`src/rtl/core/tlsd_pkg.sv`:
```
// ----------------------------------------------------------------------------
// TLS handshake deframer package
// Shared types and constants for the handshake deframer and its channels.
// ----------------------------------------------------------------------------
package tlsd_pkg;

    localparam int unsigned HDR_BYTES = 4;

    // Input function codes
    localparam logic FUNC_DATA  = 1'b0;
    localparam logic FUNC_ABORT = 1'b1;

    // Byte kind codes on the result channel
    localparam logic [1:0] KIND_HEADER = 2'd0;
    localparam logic [1:0] KIND_BODY   = 2'd1;
    localparam logic [1:0] KIND_NC     = 2'd2;

    localparam logic [24:0] LIMIT_RESET = 25'd16388;

    typedef struct packed {
        logic       func;
        logic [7:0] in_byte;
    } t_in_item;

    typedef struct packed {
        logic [7:0]  out_byte;
        logic [1:0]  byte_kind;
        logic        message_end;
        logic [7:0]  message_type;
        logic [23:0] body_length;
        logic [24:0] byte_offset;
        logic        limit_error;
    } t_result;

endpackage

```
`src/rtl/core/tlsd_if.sv`:
```
// ----------------------------------------------------------------------------
// TLS handshake deframer channel interfaces
// Valid/ready channels for input items, result items and the limit register.
// ----------------------------------------------------------------------------
interface tlsd_in_if;
    logic       valid;
    logic       ready;
    logic       func;
    logic [7:0] in_byte;

    modport source (output valid, func, in_byte, input ready);
    modport sink   (input valid, func, in_byte, output ready);
endinterface

interface tlsd_out_if;
    logic        valid;
    logic        ready;
    logic [7:0]  out_byte;
    logic [1:0]  byte_kind;
    logic        message_end;
    logic [7:0]  message_type;
    logic [23:0] body_length;
    logic [24:0] byte_offset;
    logic        limit_error;

    modport source (output valid, out_byte, byte_kind, message_end, message_type,
                    body_length, byte_offset, limit_error, input ready);
    modport sink   (input valid, out_byte, byte_kind, message_end, message_type,
                    body_length, byte_offset, limit_error, output ready);
endinterface

interface tlsd_cfg_if;
    logic        valid;
    logic        ready;
    logic [24:0] data;

    modport source (output valid, data, input ready);
    modport sink   (input valid, data, output ready);
endinterface

```
`src/rtl/core/tls_handshake_deframer.sv`:
```
// ----------------------------------------------------------------------------
// TLS handshake deframer
// Marks header, body and end bytes of a handshake message byte stream.
//
//   Channel  Dir  Carries
//   i_in     in   func, in_byte
//   o_out    out  out_byte, byte_kind, message_end, message_type,
//                 body_length, byte_offset, limit_error
//   i_cfg    in   data (message_limit)
//
// One item is accepted per clock while o_out is not stalled; each result passes
// from the input register through the framing logic into the result register.
// A stall on o_out holds the result register and backs up into the input
// register, so i_in stops only once both are full.
// Reset clears the reader state and sets the limit to 16388 bytes.
// ----------------------------------------------------------------------------
module tls_handshake_deframer
    import tlsd_pkg::*;
#(
    parameter int unsigned MAX_BODY_LENGTH = 16777215
) (
    input  logic       i_clk,
    input  logic       i_rst_n,
    tlsd_in_if.sink    i_in,
    tlsd_out_if.source o_out,
    tlsd_cfg_if.sink   i_cfg
);

    logic [24:0] r_message_limit;
    logic        stage_valid;
    t_in_item    stage_item;
    logic        take;

    assign i_cfg.ready = 1'b1;

    always_ff @(posedge i_clk) begin
        if (!i_rst_n) begin
            r_message_limit <= LIMIT_RESET;
        end else if (i_cfg.valid && i_cfg.ready) begin
            r_message_limit <= i_cfg.data;
        end
    end

    tlsd_in_stage u_in_stage (
        .i_clk   (i_clk),
        .i_rst_n (i_rst_n),
        .i_in    (i_in),
        .i_take  (take),
        .o_valid (stage_valid),
        .o_item  (stage_item)
    );

    tlsd_frame_core #(
        .MAX_BODY_LENGTH (MAX_BODY_LENGTH)
    ) u_frame_core (
        .i_clk   (i_clk),
        .i_rst_n (i_rst_n),
        .i_valid (stage_valid),
        .i_item  (stage_item),
        .i_limit (r_message_limit),
        .o_take  (take),
        .o_out   (o_out)
    );

endmodule

```
`src/rtl/core/tlsd_in_stage.sv`:
```
// ----------------------------------------------------------------------------
// TLS handshake deframer input stage
// Registers each accepted input item ahead of the framing logic.
// ----------------------------------------------------------------------------
module tlsd_in_stage
    import tlsd_pkg::*;
(
    input  logic      i_clk,
    input  logic      i_rst_n,
    tlsd_in_if.sink   i_in,
    input  logic      i_take,
    output logic      o_valid,
    output t_in_item  o_item
);

    logic     r_valid;
    t_in_item r_item;
    logic     accept;

    // The stage refills in the same cycle that the framing logic takes its item.
    assign i_in.ready = !r_valid || i_take;
    assign accept     = i_in.valid && i_in.ready;

    always_ff @(posedge i_clk) begin
        if (!i_rst_n) begin
            r_valid <= 1'b0;
        end else if (accept) begin
            r_valid <= 1'b1;
        end else if (i_take) begin
            r_valid <= 1'b0;
        end
        if (accept) begin
            r_item.func    <= i_in.func;
            r_item.in_byte <= i_in.in_byte;
        end
    end

    assign o_valid = r_valid;
    assign o_item  = r_item;

endmodule

```
`src/rtl/core/tlsd_frame_core.sv`:
```
// ----------------------------------------------------------------------------
// TLS handshake deframer framing core
// Tracks header and body position, checks the size limit, registers results.
// ----------------------------------------------------------------------------
module tlsd_frame_core
    import tlsd_pkg::*;
#(
    parameter int unsigned MAX_BODY_LENGTH = 16777215
) (
    input  logic        i_clk,
    input  logic        i_rst_n,
    input  logic        i_valid,
    input  t_in_item    i_item,
    input  logic [24:0] i_limit,
    output logic        o_take,
    tlsd_out_if.source  o_out
);

    typedef enum logic [1:0] {
        PH_HEADER = 2'd0,
        PH_BODY   = 2'd1,
        PH_ERROR  = 2'd2
    } t_phase;

    t_phase      r_phase,  n_phase;
    logic [1:0]  r_hcount, n_hcount;
    logic [7:0]  r_type,   n_type;
    logic [23:0] r_len,    n_len;
    logic [23:0] r_remain, n_remain;
    logic [24:0] r_offset, n_offset;
    t_result     r_res,    n_res;
    logic        r_out_valid;

    logic [23:0] len_new;
    logic [24:0] total;
    logic        oversize;
    logic [23:0] remain_dec;
    logic        body_end;

    assign o_take = i_valid && (!r_out_valid || o_out.ready);

    assign len_new    = {r_len[15:0], i_item.in_byte};
    assign total      = {1'b0, len_new} + 25'(HDR_BYTES);
    assign oversize   = (len_new > 24'(MAX_BODY_LENGTH)) || (total > i_limit);
    assign remain_dec = (r_remain != '0) ? r_remain - 24'd1 : r_remain;
    assign body_end   = (remain_dec == '0);

    always_comb begin
        n_phase  = r_phase;
        n_hcount = r_hcount;
        n_type   = r_type;
        n_len    = r_len;
        n_remain = r_remain;
        n_offset = r_offset;
        n_res    = '0;
        if (i_item.func == FUNC_ABORT) begin
            n_phase         = PH_HEADER;
            n_hcount        = '0;
            n_type          = '0;
            n_len           = '0;
            n_remain        = '0;
            n_offset        = '0;
            n_res.byte_kind = KIND_NC;
        end else begin
            n_res.out_byte = i_item.in_byte;
            unique case (r_phase)
                PH_ERROR: begin
                    n_res.byte_kind    = KIND_NC;
                    n_res.message_type = r_type;
                    n_res.body_length  = r_len;
                    n_res.limit_error  = 1'b1;
                end
                PH_BODY: begin
                    n_remain           = remain_dec;
                    n_offset           = r_offset + 25'd1;
                    n_res.byte_kind    = KIND_BODY;
                    n_res.message_end  = body_end;
                    n_res.message_type = r_type;
                    n_res.body_length  = r_len;
                    n_res.byte_offset  = r_offset;
                    if (body_end) begin
                        n_phase  = PH_HEADER;
                        n_hcount = '0;
                        n_offset = '0;
                    end
                end
                default: begin
                    // Header phase; the unused phase code behaves the same way.
                    n_res.byte_kind = KIND_HEADER;
                    if (r_hcount == 2'd0) begin
                        n_type             = i_item.in_byte;
                        n_len              = '0;
                        n_hcount           = 2'd1;
                        n_offset           = 25'd1;
                        n_res.message_type = i_item.in_byte;
                    end else if (r_hcount != 2'd3) begin
                        n_len              = len_new;
                        n_hcount           = r_hcount + 2'd1;
                        n_offset           = {23'd0, r_hcount + 2'd1};
                        n_res.message_type = r_type;
                        n_res.byte_offset  = {23'd0, r_hcount};
                    end else begin
                        n_len              = len_new;
                        n_hcount           = '0;
                        n_res.message_type = r_type;
                        n_res.body_length  = len_new;
                        if (oversize) begin
                            n_phase           = PH_ERROR;
                            n_offset          = '0;
                            n_res.byte_kind   = KIND_NC;
                            n_res.limit_error = 1'b1;
                        end else if (len_new == '0) begin
                            n_phase           = PH_HEADER;
                            n_offset          = '0;
                            n_res.message_end = 1'b1;
                            n_res.byte_offset = 25'd3;
                        end else begin
                            n_phase           = PH_BODY;
                            n_remain          = len_new;
                            n_offset          = 25'(HDR_BYTES);
                            n_res.byte_offset = 25'd3;
                        end
                    end
                end
            endcase
        end
    end

    always_ff @(posedge i_clk) begin
        if (!i_rst_n) begin
            r_phase     <= PH_HEADER;
            r_hcount    <= '0;
            r_type      <= '0;
            r_len       <= '0;
            r_remain    <= '0;
            r_offset    <= '0;
            r_out_valid <= 1'b0;
        end else begin
            if (o_take) begin
                r_phase  <= n_phase;
                r_hcount <= n_hcount;
                r_type   <= n_type;
                r_len    <= n_len;
                r_remain <= n_remain;
                r_offset <= n_offset;
            end
            if (o_take) begin
                r_out_valid <= 1'b1;
            end else if (o_out.ready) begin
                r_out_valid <= 1'b0;
            end
        end
        if (o_take) begin
            r_res <= n_res;
        end
    end

    assign o_out.valid        = r_out_valid;
    assign o_out.out_byte     = r_res.out_byte;
    assign o_out.byte_kind    = r_res.byte_kind;
    assign o_out.message_end  = r_res.message_end;
    assign o_out.message_type = r_res.message_type;
    assign o_out.body_length  = r_res.body_length;
    assign o_out.byte_offset  = r_res.byte_offset;
    assign o_out.limit_error  = r_res.limit_error;

endmodule

```
`src/flat_wrapper.sv`:
```
// flat-port wrapper written by rule: the top's interface ports become plain ports
module tls_handshake_deframer_flat import tlsd_pkg::*;
#(
    parameter int unsigned MAX_BODY_LENGTH = 16777215
)
  (i_clk, i_rst_n, i_in_valid, i_in_func, i_in_in_byte, i_in_ready, o_out_valid, o_out_out_byte, o_out_byte_kind, o_out_message_end, o_out_message_type, o_out_body_length, o_out_byte_offset, o_out_limit_error, o_out_ready, i_cfg_valid, i_cfg_data, i_cfg_ready);
  tlsd_in_if i_in_i ();
  tlsd_out_if o_out_i ();
  tlsd_cfg_if i_cfg_i ();
  input  logic i_clk;
  input  logic i_rst_n;
  input wire logic [$bits(i_in_i.valid)-1:0] i_in_valid;
  input wire logic [$bits(i_in_i.func)-1:0] i_in_func;
  input wire logic [$bits(i_in_i.in_byte)-1:0] i_in_in_byte;
  output wire logic [$bits(i_in_i.ready)-1:0] i_in_ready;
  output wire logic [$bits(o_out_i.valid)-1:0] o_out_valid;
  output wire logic [$bits(o_out_i.out_byte)-1:0] o_out_out_byte;
  output wire logic [$bits(o_out_i.byte_kind)-1:0] o_out_byte_kind;
  output wire logic [$bits(o_out_i.message_end)-1:0] o_out_message_end;
  output wire logic [$bits(o_out_i.message_type)-1:0] o_out_message_type;
  output wire logic [$bits(o_out_i.body_length)-1:0] o_out_body_length;
  output wire logic [$bits(o_out_i.byte_offset)-1:0] o_out_byte_offset;
  output wire logic [$bits(o_out_i.limit_error)-1:0] o_out_limit_error;
  input wire logic [$bits(o_out_i.ready)-1:0] o_out_ready;
  input wire logic [$bits(i_cfg_i.valid)-1:0] i_cfg_valid;
  input wire logic [$bits(i_cfg_i.data)-1:0] i_cfg_data;
  output wire logic [$bits(i_cfg_i.ready)-1:0] i_cfg_ready;
  assign i_in_i.valid = i_in_valid;
  assign i_in_i.func = i_in_func;
  assign i_in_i.in_byte = i_in_in_byte;
  assign i_in_ready = i_in_i.ready;
  assign o_out_valid = o_out_i.valid;
  assign o_out_out_byte = o_out_i.out_byte;
  assign o_out_byte_kind = o_out_i.byte_kind;
  assign o_out_message_end = o_out_i.message_end;
  assign o_out_message_type = o_out_i.message_type;
  assign o_out_body_length = o_out_i.body_length;
  assign o_out_byte_offset = o_out_i.byte_offset;
  assign o_out_limit_error = o_out_i.limit_error;
  assign o_out_i.ready = o_out_ready;
  assign i_cfg_i.valid = i_cfg_valid;
  assign i_cfg_i.data = i_cfg_data;
  assign i_cfg_ready = i_cfg_i.ready;
  tls_handshake_deframer #(.MAX_BODY_LENGTH(MAX_BODY_LENGTH)) u_core (.i_clk(i_clk), .i_rst_n(i_rst_n), .i_in(i_in_i), .o_out(o_out_i), .i_cfg(i_cfg_i));
endmodule
```
`config.mk`:
```
export PLATFORM = sky130hd
export DESIGN_NAME = tls_handshake_deframer_flat
export DESIGN_NICKNAME = d
export VERILOG_FILES = /design/src/rtl/core/tlsd_pkg.sv /design/src/rtl/core/tlsd_if.sv /design/src/rtl/core/tls_handshake_deframer.sv /design/src/rtl/core/tlsd_in_stage.sv /design/src/rtl/core/tlsd_frame_core.sv /design/src/flat_wrapper.sv
export SDC_FILE = /design/constraint.sdc
export NUM_CORES = 1
export LEC_CHECK = 0
export BUFFER_PORTS_ARGS = -buffer_cell sky130_fd_sc_hd__buf_4
export CORE_MARGIN = 2
export CORE_UTILIZATION = 59
export DETAILED_ROUTE_END_ITERATION = 10
export PLACE_DENSITY = 0.89
export SYNTH_ARGS = -nofsm -noshare
export SYNTH_HDL_FRONTEND = slang
export SYNTH_SLANG_ARGS = --single-unit
```
`constraint.sdc`:
```
create_clock -name i_clk -period 5.8 [get_ports i_clk]
set_clock_uncertainty 0.1 [all_clocks]
set_input_delay 0.58 -clock i_clk [delete_from_list [all_inputs] [get_ports i_clk]]
set_output_delay 0.58 -clock i_clk [all_outputs]
set_load 0.005 [all_outputs]
```
==> results of run 1 <==
==> where the power goes <==
part	total, uW	internal (uW)	switching, uW
clock	1270	703	563
sequential	1460	1430	32.8
combinational	317	129	188
==> final cells by class <==
class / count / area, um2 / share of cell area
clock buffers: 17 / 425 / 0.0378
well taps: 216 / 270 / 0.0240
flip-flops and latches: 190 / 4580 / 0.408
inverters: 46 / 173 / 0.0154
clock inverters: 15 / 221 / 0.0197
repair buffers: 121 / 908 / 0.0808
multi-input cells: 729 / 4660 / 0.414
==> logic make-up (layout without fill, tap and decap cells) <==
| kind of cell | Yosys count | after routing | share of synthesized area |
|---|---|---|---|
| buffers and inverters | 125 | 199 | 0.0505 |
| other | 1 | 1 | 0.000386 |
| AO/OA/AOI/OAI | 201 | 201 | 0.142 |
| XOR/XNOR | 47 | 47 | 0.0423 |
| flip-flops | 190 | 190 | 0.472 |
| adder cells (fa/ha/maj) | 35 | 35 | 0.0451 |
| multiplexers | 27 | 27 | 0.0279 |
| AND/OR/NAND/NOR | 418 | 418 | 0.220 |
==> registers in the layout (all words and copies together) (netlist names), 2 cells and up <==
signal                                  count
u_core.u_frame_core.r_phase                 2
u_core.u_frame_core.o_out.byte_offset      25
u_core.u_frame_core.r_hcount                2
u_core.r_message_limit                     25
u_core.u_frame_core.r_len                  24
u_core.u_frame_core.o_out.out_byte          8
u_core.u_frame_core.r_offset               25
u_core.u_frame_core.o_out.body_length      24
u_core.u_frame_core.o_out.message_type      8
u_core.u_frame_core.r_type                  8
u_core.u_frame_core.o_out.byte_kind         2
u_core.u_in_stage.o_item                    9
u_core.u_frame_core.r_remain               24
==> metrics by stage <==
stage               hold slack (ns)  cells
finish                        0.219   1334
CTS                           0.208   1334
floorplan                     0.332   1044
global route                  0.211   1334
detailed placement            0.343   1302
global placement              0.338   1302
==> worst register-to-register path, cell delays in order (launching register included) <==
cell and delay [ns]:
edfxtp_1 0.59, and3_1 0.24, and3_1 0.22, nand2_1 0.09, nor2_1 0.28, nand4_1 0.15, xnor2_1 0.19, ha_1 0.33
nand4_1 0.17, nor3_1 0.31, o21ai_0 0.13, a31o_2 0.25, a31o_2 0.25, nor2_1 0.58, buf_4 0.34, nor2_1 0.07
a32o_1 0.22
==> worst paths after layout <==
path | slack, ns | from | to
worst max-delay path | 1.18 | u_core.u_in_stage.o_item[6] | u_core.u_frame_core.r_remain[13]
worst min-delay path | 0.22 | i_in_func | u_core.u_in_stage.o_item[8]
worst max register to register | 1.18 | u_core.u_in_stage.o_item[6] | u_core.u_frame_core.r_remain[13]
worst min register to register | 0.35 | u_core.u_frame_core.r_len[21] | u_core.u_frame_core.r_len[21]
==> cell usage in the layout (no fill, tap or decap), types with 5 or more instances in the layout <==
| cell type | synthesis | layout |
|---|---|---|
| inv_1 | 46 | 45 |
| nand3b_1 | 6 | 6 |
| and3_1 | 10 | 10 |
| nand4_1 | 19 | 19 |
| nor2b_1 | 32 | 32 |
| and4_1 | 5 | 5 |
| a22oi_1 | 11 | 11 |
| a21oi_1 | 65 | 65 |
| nor2_1 | 92 | 91 |
| and2_1 | 25 | 25 |
| mux2i_1 | 26 | 26 |
| nor3_1 | 24 | 24 |
| edfxtp_1 | 78 | 78 |
| nand2_1 | 101 | 101 |
| xnor2_1 | 26 | 26 |
| ha_1 | 35 | 35 |
| o21ai_0 | 23 | 23 |
| a22o_1 | 25 | 25 |
| xor2_1 | 21 | 21 |
| inv_6 | 0 | 5 |
| nor4_1 | 9 | 9 |
| a31oi_1 | 9 | 9 |
| nand2b_1 | 6 | 6 |
| a211oi_1 | 10 | 10 |
| nand3_1 | 55 | 55 |
| or3_1 | 8 | 8 |
| a21o_1 | 6 | 6 |
| clkbuf_16 | 0 | 17 |
| buf_4 | 3 | 121 |
| dfxtp_1 | 112 | 112 |
==> routing by layer <==
metal	share of wire	GRT usage
met5	0	0
met4	0.034	0.108
met3	0.10	0.0588
met2	0.46	0.456
met1	0.41	0.387
==> metrics.md, run 1 <==
| Metric | Value |
|---|---|
| Worst slew pin tran | `1.08 ns` |
| Pwr Total | `3050 uW` |
| Sequential-to-total area share from yosys stat | `0.472` |
| Clk sinks | `190` |
| Clk_lat worst skew | `0.44 ns` |
| Synth Instances | `1044` |
| Count of endpoints failing setup in the final report | `0` |
| Area leader, netlist | `edfxtp_1` |
| Placed cell area | `10600 um2` |
| Syn_nets | `1118` |
| Buf/Inv on CP | `1` |
| P&R area growth vs syn | `15.6%` |
| CP Data Required Time | `6.03 ns` |
| Residual DRC | `0` |
| Largest net degree at the start of global routing | `72` |
| H-tree depth | `4` |
| Grt ovf | `0` |
| Dpl hpwl | `16.8 mm` |
| Pre-CTS setup slack | `1.38 ns` |
| Hold Path Class | `primary input to flip-flop` |
| Worst setup EP type | `flip-flop` |
| CP max stage cell | `edfxtp_1` |
| Worst Setup Path Type | `flip-flop to flip-flop` |
| Cts hold-fix bufs | `0` |
| Final period util | `0.796` |
| Cell family with most CP delay | `simple AND/OR/NAND/NOR gates` |
| Fin worst setup slack | `1.18 ns` |
| DR WL/cell | `18.9 um` |
| Share of layout cells above drive strength 1 | `0.165` |
| VDD IR max | `0.205 mV` |
| CP Cell Sequence | `and3_1 -> and3_1 -> nand2_1 -> nor2_1 -> nand4_1 -> xnor2_1 -> ha_1 -> nand4_1 -> nor3_1 -> o21ai_0 -> a31o_2 -> a31o_2 -> nor2_1 -> buf_4 -> nor2_1 -> a32o_1` |
| Fin area | `11200 um2` |
| Fin nets | `1179` |
| Max clock buf depth | `2` |
| Synthesis Warnings | `0` |
| RSZ-0062 raised after global routing | `no` |
| Global placer's final weighted congestion | `0.967` |
| Hold Vio Cnt, Final | `0` |
| FMAX | `217 MHz` |
| Pleak | `0.00429 uW` |
| Slew HR | `0.281` |
| Power Dens Cells | `271 nW/um2` |
| CTS tree | `done` |
| Setup tns final | `0 ns` |
| Die footprint | `17500 um2` |
| Root Driver | `clkbuf_16` |
| Vias in the first global route | `7704` |
| Worst path depth | `16` |
| Main synth FF type | `dfxtp_1` |
| Final wirelength | `25.2 mm` |
| Port buffer count | `109` |
| Synth unique cells | `78` |
| Initial antenna violation count | `0` |
| Post_cts resized | `0` |
| Vias per std cell | `6.18` |
| Top cells by area, synth | `edfxtp_1 24%, dfxtp_1 23%, ha_1 4.5%` |
| # fillers | `1179` |
| Critical Path Most Common Cell | `nor2_1` |
| DIE HEIGHT | `132 um` |
| Area fraction of the dominant cell type after synthesis | `0.241` |
| Clock buffer count from CTS | `17` |
| Crit path DAT | `4.84 ns` |
| N_diodes | `0` |
| Hold path cells | `1` |
| Final core occ | `0.702` |
| Post-synth top cells | `112 x dfxtp_1, 101 x nand2_1, 92 x nor2_1` |
| DR iter-0 viols | `964` |
| Post-synth EDFFs | `78` |
| Depth of the worst register-to-register path | `16` |
| Netlist Area Pre-Place | `9720 um2` |
| Std-Cell Rows | `46` |
| TritonRoute pass-1 iters | `9` |
| MaxCap Viol Count | `0` |
| IO Count | `111` |
| Ys async rst share | `0` |
| Mean Syn Cell Area | `9.31 um2` |
| Die width | `132 um` |
| Final min period | `4.62 ns` |
| Crit-path max FO | `17` |
| Clock transition at path regs | `0.07 ns` |
| Initial core utilization | `0.608` |
| Cell with the most instances after synthesis | `dfxtp_1` |
| First-pass GRT wire length | `40.2 mm` |
| GRT Overall Usage | `0.286` |
| Final slew viol count | `0` |
| Synth Register Bits | `190` |
| Antenna-violating nets left | `0` |
| Via count | `8242` |
| Core Area | `16000 um2` |
| Status | `completed` |
| Max incr delay on CP | `0.59 ns` |
| Post-CTS Setup Inserts | `0` |
| CP Launch Type | `flip-flop` |
Power figures use the tool's default switching activity.
==> inputs of run 2 (changes only) <==
ABC_AREA = 1   (was not set)
clock period = 4.58 ns   (was 5.8 ns; I/O delays follow)
==> run 2 against run 1 <==
Net effect:
- sequential share of layout area fell by 1.5 points
- final cell count is 17% higher
- die area grew 3.9%
- worst hold slack got worse by 0.13 ns
- critical endpoint is now u_core.u_frame_core.r_remain[19]
- largest cell class unchanged
==> metrics.md, run 2 <==
| Metric | Value |
|---|---|
| Buf/Inv on CP | `2 (+1)` |
| Antenna-violating nets left | `0 (unchanged)` |
| Cell family with most CP delay | `simple AND/OR/NAND/NOR gates` |
| Residual DRC | `0 (unchanged)` |
| Synth unique cells | `48 (-38%)` |
| Initial core utilization | `0.606 (-0.00181)` |
| Sequential-to-total area share from yosys stat | `0.453 (-0.0184)` |
| Port buffer count | `109 (unchanged)` |
| DR WL/cell | `17.4 um (-7.8%)` |
| Vias in the first global route | `8642 (+12%)` |
| FMAX | `233 MHz (+7.8%)` |
| Cts hold-fix bufs | `0 (unchanged)` |
| # fillers | `1267 (+7.5%)` |
| CTS tree | `done` |
| P&R area growth vs syn | `15.3%` |
| Count of endpoints failing setup in the final report | `0 (unchanged)` |
| Root Driver | `clkbuf_16` |
| Final period util | `0.935 (+0.139)` |
| VDD IR max | `0.319 mV (+56%)` |
| Final wirelength | `27.2 mm (+8.0%)` |
| Clock buffer count from CTS | `17 (unchanged)` |
| Final core occ | `0.698 (-0.00430)` |
| Power Dens Cells | `346 nW/um2 (+28%)` |
| Top cells by area, synth | `edfxtp_1 23%, dfxtp_1 22%, nand2_1 7.5%` |
| Slew HR | `0.336 (+0.0554)` |
| Reg area | `4580 um2 (unchanged)` |
| GRT Overall Usage | `0.301 (+0.0150)` |
| Commonest non-fill, non-tap cells in the layout | `203 x nand2_1, 132 x nor2_1, 124 x inv_1` |
| N_diodes | `0 (unchanged)` |
| Final min period | `4.28 ns (-0.334 ns)` |
| Clk_lat worst skew | `0.44 ns (about the same)` |
| Synth Register Bits | `190 (unchanged)` |
| Crit path DAT | `4.54 ns (-0.30 ns)` |
| Clk sinks | `190 (unchanged)` |
| Pre-CTS setup slack | `0.362 ns (-1.02 ns)` |
| Die width | `135 um (+2.0%)` |
| Synthesis Warnings | `0 (unchanged)` |
| IO Count | `111 (unchanged)` |
| Main synth FF type | `dfxtp_1` |
| Post-synth EDFFs | `78 (unchanged)` |
| Fin worst setup slack | `0.297 ns (-0.886 ns)` |
| H-tree depth | `4 (unchanged)` |
| Hold Vio Cnt, Final | `0 (unchanged)` |
| Max incr delay on CP | `0.39 ns (-0.20 ns)` |
| Initial antenna violation count | `0 (unchanged)` |
| Synth Instances | `1246 (+19%)` |
| Via count | `9368 (+14%)` |
| Critical Path Most Common Cell | `nand2_1` |
| CP Launch Type | `flip-flop` |
| CP Data Required Time | `4.84 ns (-1.19 ns)` |
| Vias per std cell | `5.99 (-3.1%)` |
| CP max stage cell | `edfxtp_1` |
| Crit-path max FO | `24 (+7)` |
| Most common cell after layout, fill and taps aside | `nand2_1` |
| Fin nets | `1405 (+19%)` |
| Share of layout cells above drive strength 1 | `0.162 (-0.00238)` |
| Pleak | `0.00467 uW (+9.0%)` |
| Area fraction of the dominant cell type after synthesis | `0.232 (-0.00942)` |
| DR iter-0 viols | `1326 (+38%)` |
| Largest net degree at the start of global routing | `60 (-17%)` |
| Global placer's final weighted congestion | `0.952 (-1.6%)` |
| Placed cell area | `11000 um2 (+4.1%)` |
| TritonRoute pass-1 iters | `6 (-3)` |
| Std-Cell Rows | `47 (+2.2%)` |
| Grt ovf | `0 (unchanged)` |
| Max clock buf depth | `2 (unchanged)` |
| Worst setup EP type | `flip-flop` |
| Status | `completed` |
| DIE HEIGHT | `135 um (+2.0%)` |
| Final slew viol count | `0 (unchanged)` |
| Worst slew pin tran | `0.994 ns (-0.0814 ns)` |
| Ys async rst share | `0 (unchanged)` |
| Worst Setup Path Type | `flip-flop to flip-flop` |
| Clock transition at path regs | `0.07 ns (about the same)` |
| Hold Path Class | `primary input to flip-flop` |
| Die footprint | `18200 um2 (+3.9%)` |
| Area leader, netlist | `edfxtp_1` |
| Netlist Area Pre-Place | `10100 um2 (+4.1%)` |
| Cell with the most instances after synthesis | `nand2_1` |
| Mean Syn Cell Area | `8.12 um2 (-13%)` |
| MaxCap Viol Count | `0 (unchanged)` |
| Dpl hpwl | `18.9 mm (+12%)` |
| Post-synth top cells | `203 x nand2_1, 132 x nor2_1, 124 x inv_1` |
| Core Area | `16700 um2 (+4.4%)` |
| Multi-input logic area | `4810 um2 (+3.3%)` |
| Syn_nets | `1320 (+18%)` |
| Fin area | `11700 um2 (+3.7%)` |
| First-pass GRT wire length | `43.1 mm (+7.1%)` |
## run 2: kinds of logic after synthesis
kind of cell | synth area share
compound gates | 0.129
other cells | 0.000371
simple gates | 0.264
buf+inv | 0.0741
xor+xnor | 0.0364
flops | 0.453
fa+ha+maj | 0.0433
## run 2: repair_timing
action                                  in CTS  in global routing
setup buffers                                0                  2
gates resized for setup                      0                  9
endpoints found under the setup margin       0                 27
## run 2: worst paths after layout
kind	start	to	slack [ns]	cells after the start
worst max-delay path	u_core.u_in_stage.o_item[3]	u_core.u_frame_core.r_remain[19]	0.30	25
worst min register to register	u_core.u_frame_core.r_len[16]	u_core.u_frame_core.r_len[16]	0.36	2
worst min-delay path	i_in_in_byte[1]	u_core.u_in_stage.o_item[1]	0.09	1
worst max register to register	u_core.u_in_stage.o_item[3]	u_core.u_frame_core.r_remain[19]	0.30	25
## run 2: per-layer routing
metal  wire length, um  GRT usage  up-vias  share of wire
li1                  -          -     4377              -
met1             10600      0.389     4250           0.39
met2             12600      0.486      616           0.46
met3              2820     0.0668      125           0.10
met4              1240      0.139        0          0.046
met5                 0          0        -              0
## run 2: metrics by stage
| step | cells | total power, uW | hold slack (ns) | TNS, ns |
|---|---|---|---|---|
| 5_1_grt | 1564 | 4170 | 0.0776 | -0.326 |
| 6_report | 1564 | 4030 | 0.0891 | 0 |
| 3_3_place_gp | 1530 | 2560 | 0.345 | 0 |
| 3_5_place_dp | 1530 | 2570 | 0.348 | 0 |
| 4_1_cts | 1562 | 4010 | 0.0833 | 0 |
| 2_1_floorplan | 1246 | 2380 | 0.335 | 0 |
## run 2: where the power goes
| part | internal [uW] | leakage (uW) | total [uW] | switching [uW] |
|---|---|---|---|---|
| clock | 769 | 0.000278 | 1460 | 695 |
| sequential | 1830 | 0.00168 | 1870 | 41.2 |
| combinational | 235 | 0.00272 | 694 | 459 |
| total | 2840 | 0.00467 | 4030 | 1200 |
## run 2: cell type report
type | instances | area share
clock buffers | 17 | 0.0365
repair buffers | 120 | 0.0782
multi-input cells | 869 | 0.412
flip-flops and latches | 190 | 0.393
clock inverters | 15 | 0.0132
inverters | 133 | 0.0428
well taps | 220 | 0.0236
==> inputs of run 3 (changes only) <==
REMOVE_ABC_BUFFERS = 1   (was not set)
TNS_END_PERCENT = 10   (was not set)
==> run 3 against run 2 <==
Net effect:
- wire length increased by 2.9%
- worst hold slack is essentially flat
- first-iteration DRC count is 13% higher
- sequential power is essentially flat
- worst setup slack worse by 0.20 ns
- final cell count is the same
- clock-buffer cell count rose by 3
- die area unchanged
- non-clock buffer count did not move
- utilization grew 0.52 points
- via count is 0.90% higher
==> metrics.md, run 3 (synthesized netlist as in run 2, its figures left out) <==
| Metric | Value |
|---|---|
| Status | `completed` |
| Residual DRC | `0 (unchanged)` |
| Core Area | `16700 um2 (unchanged)` |
| Hold Path Class | `primary input to flip-flop` |
| Crit path DAT | `4.65 ns (+0.11 ns)` |
| TritonRoute pass-1 iters | `7 (+1)` |
| Die footprint | `18200 um2 (unchanged)` |
| Clk_lat worst skew | `0.44 ns (about the same)` |
| Port buffer count | `109 (unchanged)` |
| Pleak | `0.00471 uW (+0.85%)` |
| DR iter-0 viols | `1498 (+13%)` |
| P&R area growth vs syn | `16.1%` |
| Switch share | `0.285 (-0.0121)` |
| VDD IR max | `0.295 mV (-7.6%)` |
| # fillers | `1204 (-5.0%)` |
| Clock transition at path regs | `0.07 ns (about the same)` |
| Vias per std cell | `6.04 (+0.90%)` |
| Non-Filler Instances | `1564 (unchanged)` |
| Hold Vio Cnt, Final | `0 (unchanged)` |
| Antenna-violating nets left | `0 (unchanged)` |
| Final period util | `0.979 (+0.0433)` |
| Worst setup EP type | `flip-flop` |
| Clk sinks | `190 (unchanged)` |
| Initial core utilization | `0.606 (unchanged)` |
| Max clock buf depth | `2 (unchanged)` |
| Clock Power Share | `0.386 (+0.023)` |
| Clock buffer count from CTS | `17 (unchanged)` |
| Root Driver | `clkbuf_16` |
| CP Launch Type | `flip-flop` |
| Final slew viol count | `0 (unchanged)` |
| CP Cell Sequence | `ha_1 -> nand2_1 -> nor2_2 -> nand3_2 -> nor2_2 -> nand2_1 -> nor3_4 -> nand4_1 -> nor4_2 -> nand2_1 -> xor2_1 -> ha_1 -> a21oi_1 -> o21ai_0 -> a21oi_1 -> a21boi_0 -> nand2_1 -> nand2_1 -> nand2_1 -> nand2_1 -> nand2_1 -> buf_12 -> nand2_1 -> a21oi_1` |
| Dpl hpwl | `18.7 mm (-0.90%)` |
| Final min period | `4.48 ns (+0.198 ns)` |
| Hold WS | `0.0891 ns (-0.00000590 ns)` |
| MaxCap Viol Count | `0 (unchanged)` |
| Dpl cells | `1529 (-0.065%)` |
| Net Switching | `1190 uW (-0.16%)` |
| Flop pwr share | `0.447 (-0.018)` |
| FMAX | `223 MHz (-4.4%)` |
| Fin nets | `1405 (unchanged)` |
| CP Data Required Time | `4.75 ns (-0.09 ns)` |
| Worst slew pin tran | `1.11 ns (+0.115 ns)` |
| Count of endpoints failing setup in the final report | `0 (unchanged)` |
| H-tree depth | `4 (unchanged)` |
| Slew HR | `0.259 (-0.0769)` |
| Grt ovf | `0 (unchanged)` |
| Final core occ | `0.703 (+0.00517)` |
| Worst Setup Path Type | `flip-flop to flip-flop` |
| Most common cell after layout, fill and taps aside | `nand2_1` |
| Max incr delay on CP | `0.42 ns (+0.03 ns)` |
| Global placer's final weighted congestion | `0.968 (+1.7%)` |
| Die width | `135 um (unchanged)` |
| N_diodes | `0 (unchanged)` |
| Combinational Power Share | `0.168 (-0.004)` |
| Commonest non-fill, non-tap cells in the layout | `203 x nand2_1, 130 x nor2_1, 124 x inv_1` |
| Largest net degree at the start of global routing | `60 (unchanged)` |
| IO Count | `111 (unchanged)` |
| DR WL/cell | `17.9 um (+2.9%)` |
| Internal | `3000 uW (+5.9%)` |
| Crit-path max FO | `24 (unchanged)` |
| Final wirelength | `28.0 mm (+2.9%)` |
| Power Dens Cells | `357 nW/um2 (+3.3%)` |
| Std-Cell Rows | `47 (unchanged)` |
| DIE HEIGHT | `135 um (unchanged)` |
| Via count | `9452 (+0.90%)` |
| Initial antenna violation count | `0 (unchanged)` |
| CTS tree | `done` |
| First-pass GRT wire length | `44.8 mm (+4.0%)` |
| Vias in the first global route | `8941 (+3.5%)` |
| Critical Path Most Common Cell | `nand2_1` |
| CP max stage cell | `nor4_2` |
| Share of layout cells above drive strength 1 | `0.164 (+0.00223)` |
| GRT Overall Usage | `0.310 (+0.00890)` |
[run 3: changes by cell type in the layout (fill, tap and decap cells not counted), moves of 2 or more]
cell       before  now
bufinv_16       1    3
clkbuf_8        0    2
clkinv_2        2    0
nor2_1        132  130
nor2_2         11   13
[run 3: worst max-delay path, delay by kind of cell, from the launching register on]
| family | cells | cell delay [ns] |
|---|---|---|
| AND/OR/NAND/NOR | 15 | 2.31 |
| XOR/XNOR | 1 | 0.17 |
| flip-flops | 1 | 0.38 |
| AO/OA/AOI/OAI | 5 | 0.61 |
| buffers and inverters | 1 | 0.21 |
| adder cells (fa/ha/maj) | 2 | 0.51 |
[run 3: repair_timing]
action | CTS | global route
hold buffers | 0 | 0
buffers inserted | 0 | 3
gates resized for setup | 0 | 13
endpoints found under the setup margin | 0 | 31
[run 3: final timing paths]
check,cells after the start,from,endpoint,slack (ns)
setup / recovery,24,u_core.u_in_stage.o_item[2],u_core.u_frame_core.r_remain[20],0.1
hold / removal,1,i_in_in_byte[0],u_core.u_in_stage.o_item[0],0.09
setup reg to reg,24,u_core.u_in_stage.o_item[2],u_core.u_frame_core.r_remain[20],0.1
hold reg to reg,2,u_core.u_frame_core.r_len[20],u_core.u_frame_core.r_len[20],0.36
[run 3: layer usage]
metal	global-route usage	vias to the layer above	wire, um
li1	-	4379	-
met1	0.402	4329	10800
met2	0.495	622	13000
met3	0.0796	122	3080
met4	0.135	0	1170
met5	0	-	0
[run 3: cell type report]
| type | count | area [um2] | share of cell area |
|---|---|---|---|
| timing repair buffer | 120 | 921 | 0.0784 |
| tap | 220 | 275 | 0.0234 |
| inverter | 133 | 499 | 0.0425 |
| clock buffer | 20 | 478 | 0.0407 |
| clock inverter | 12 | 169 | 0.0144 |
| multi-input combinational | 869 | 4820 | 0.410 |
| sequential | 190 | 4580 | 0.390 |
[run 3: through the flow]
stage | setup WS (ns) | setup TNS, ns | instance area (um2) | power [uW]
after global routing | -0.0928 | -1.56 | 11700 | 4320
final | 0.0983 | 0 | 11700 | 4200
after detailed placement | 0.275 | 0 | 11000 | 2570
after CTS | 0.208 | 0 | 11700 | 4160
after floorplan | 0.352 | 0 | 9870 | 2350
after global placement | 0.535 | 0 | 11000 | 2550
[run 3: power groups by stage]
stage | Combinational [uW] | Sequential, uW | Clock [uW]
after floorplan | 443 | 1910 | 0
after global placement | 649 | 1900 | 0
after detailed placement | 667 | 1910 | 0
after CTS | 677 | 1870 | 1610
after global routing | 773 | 1880 | 1670
final | 704 | 1870 | 1620
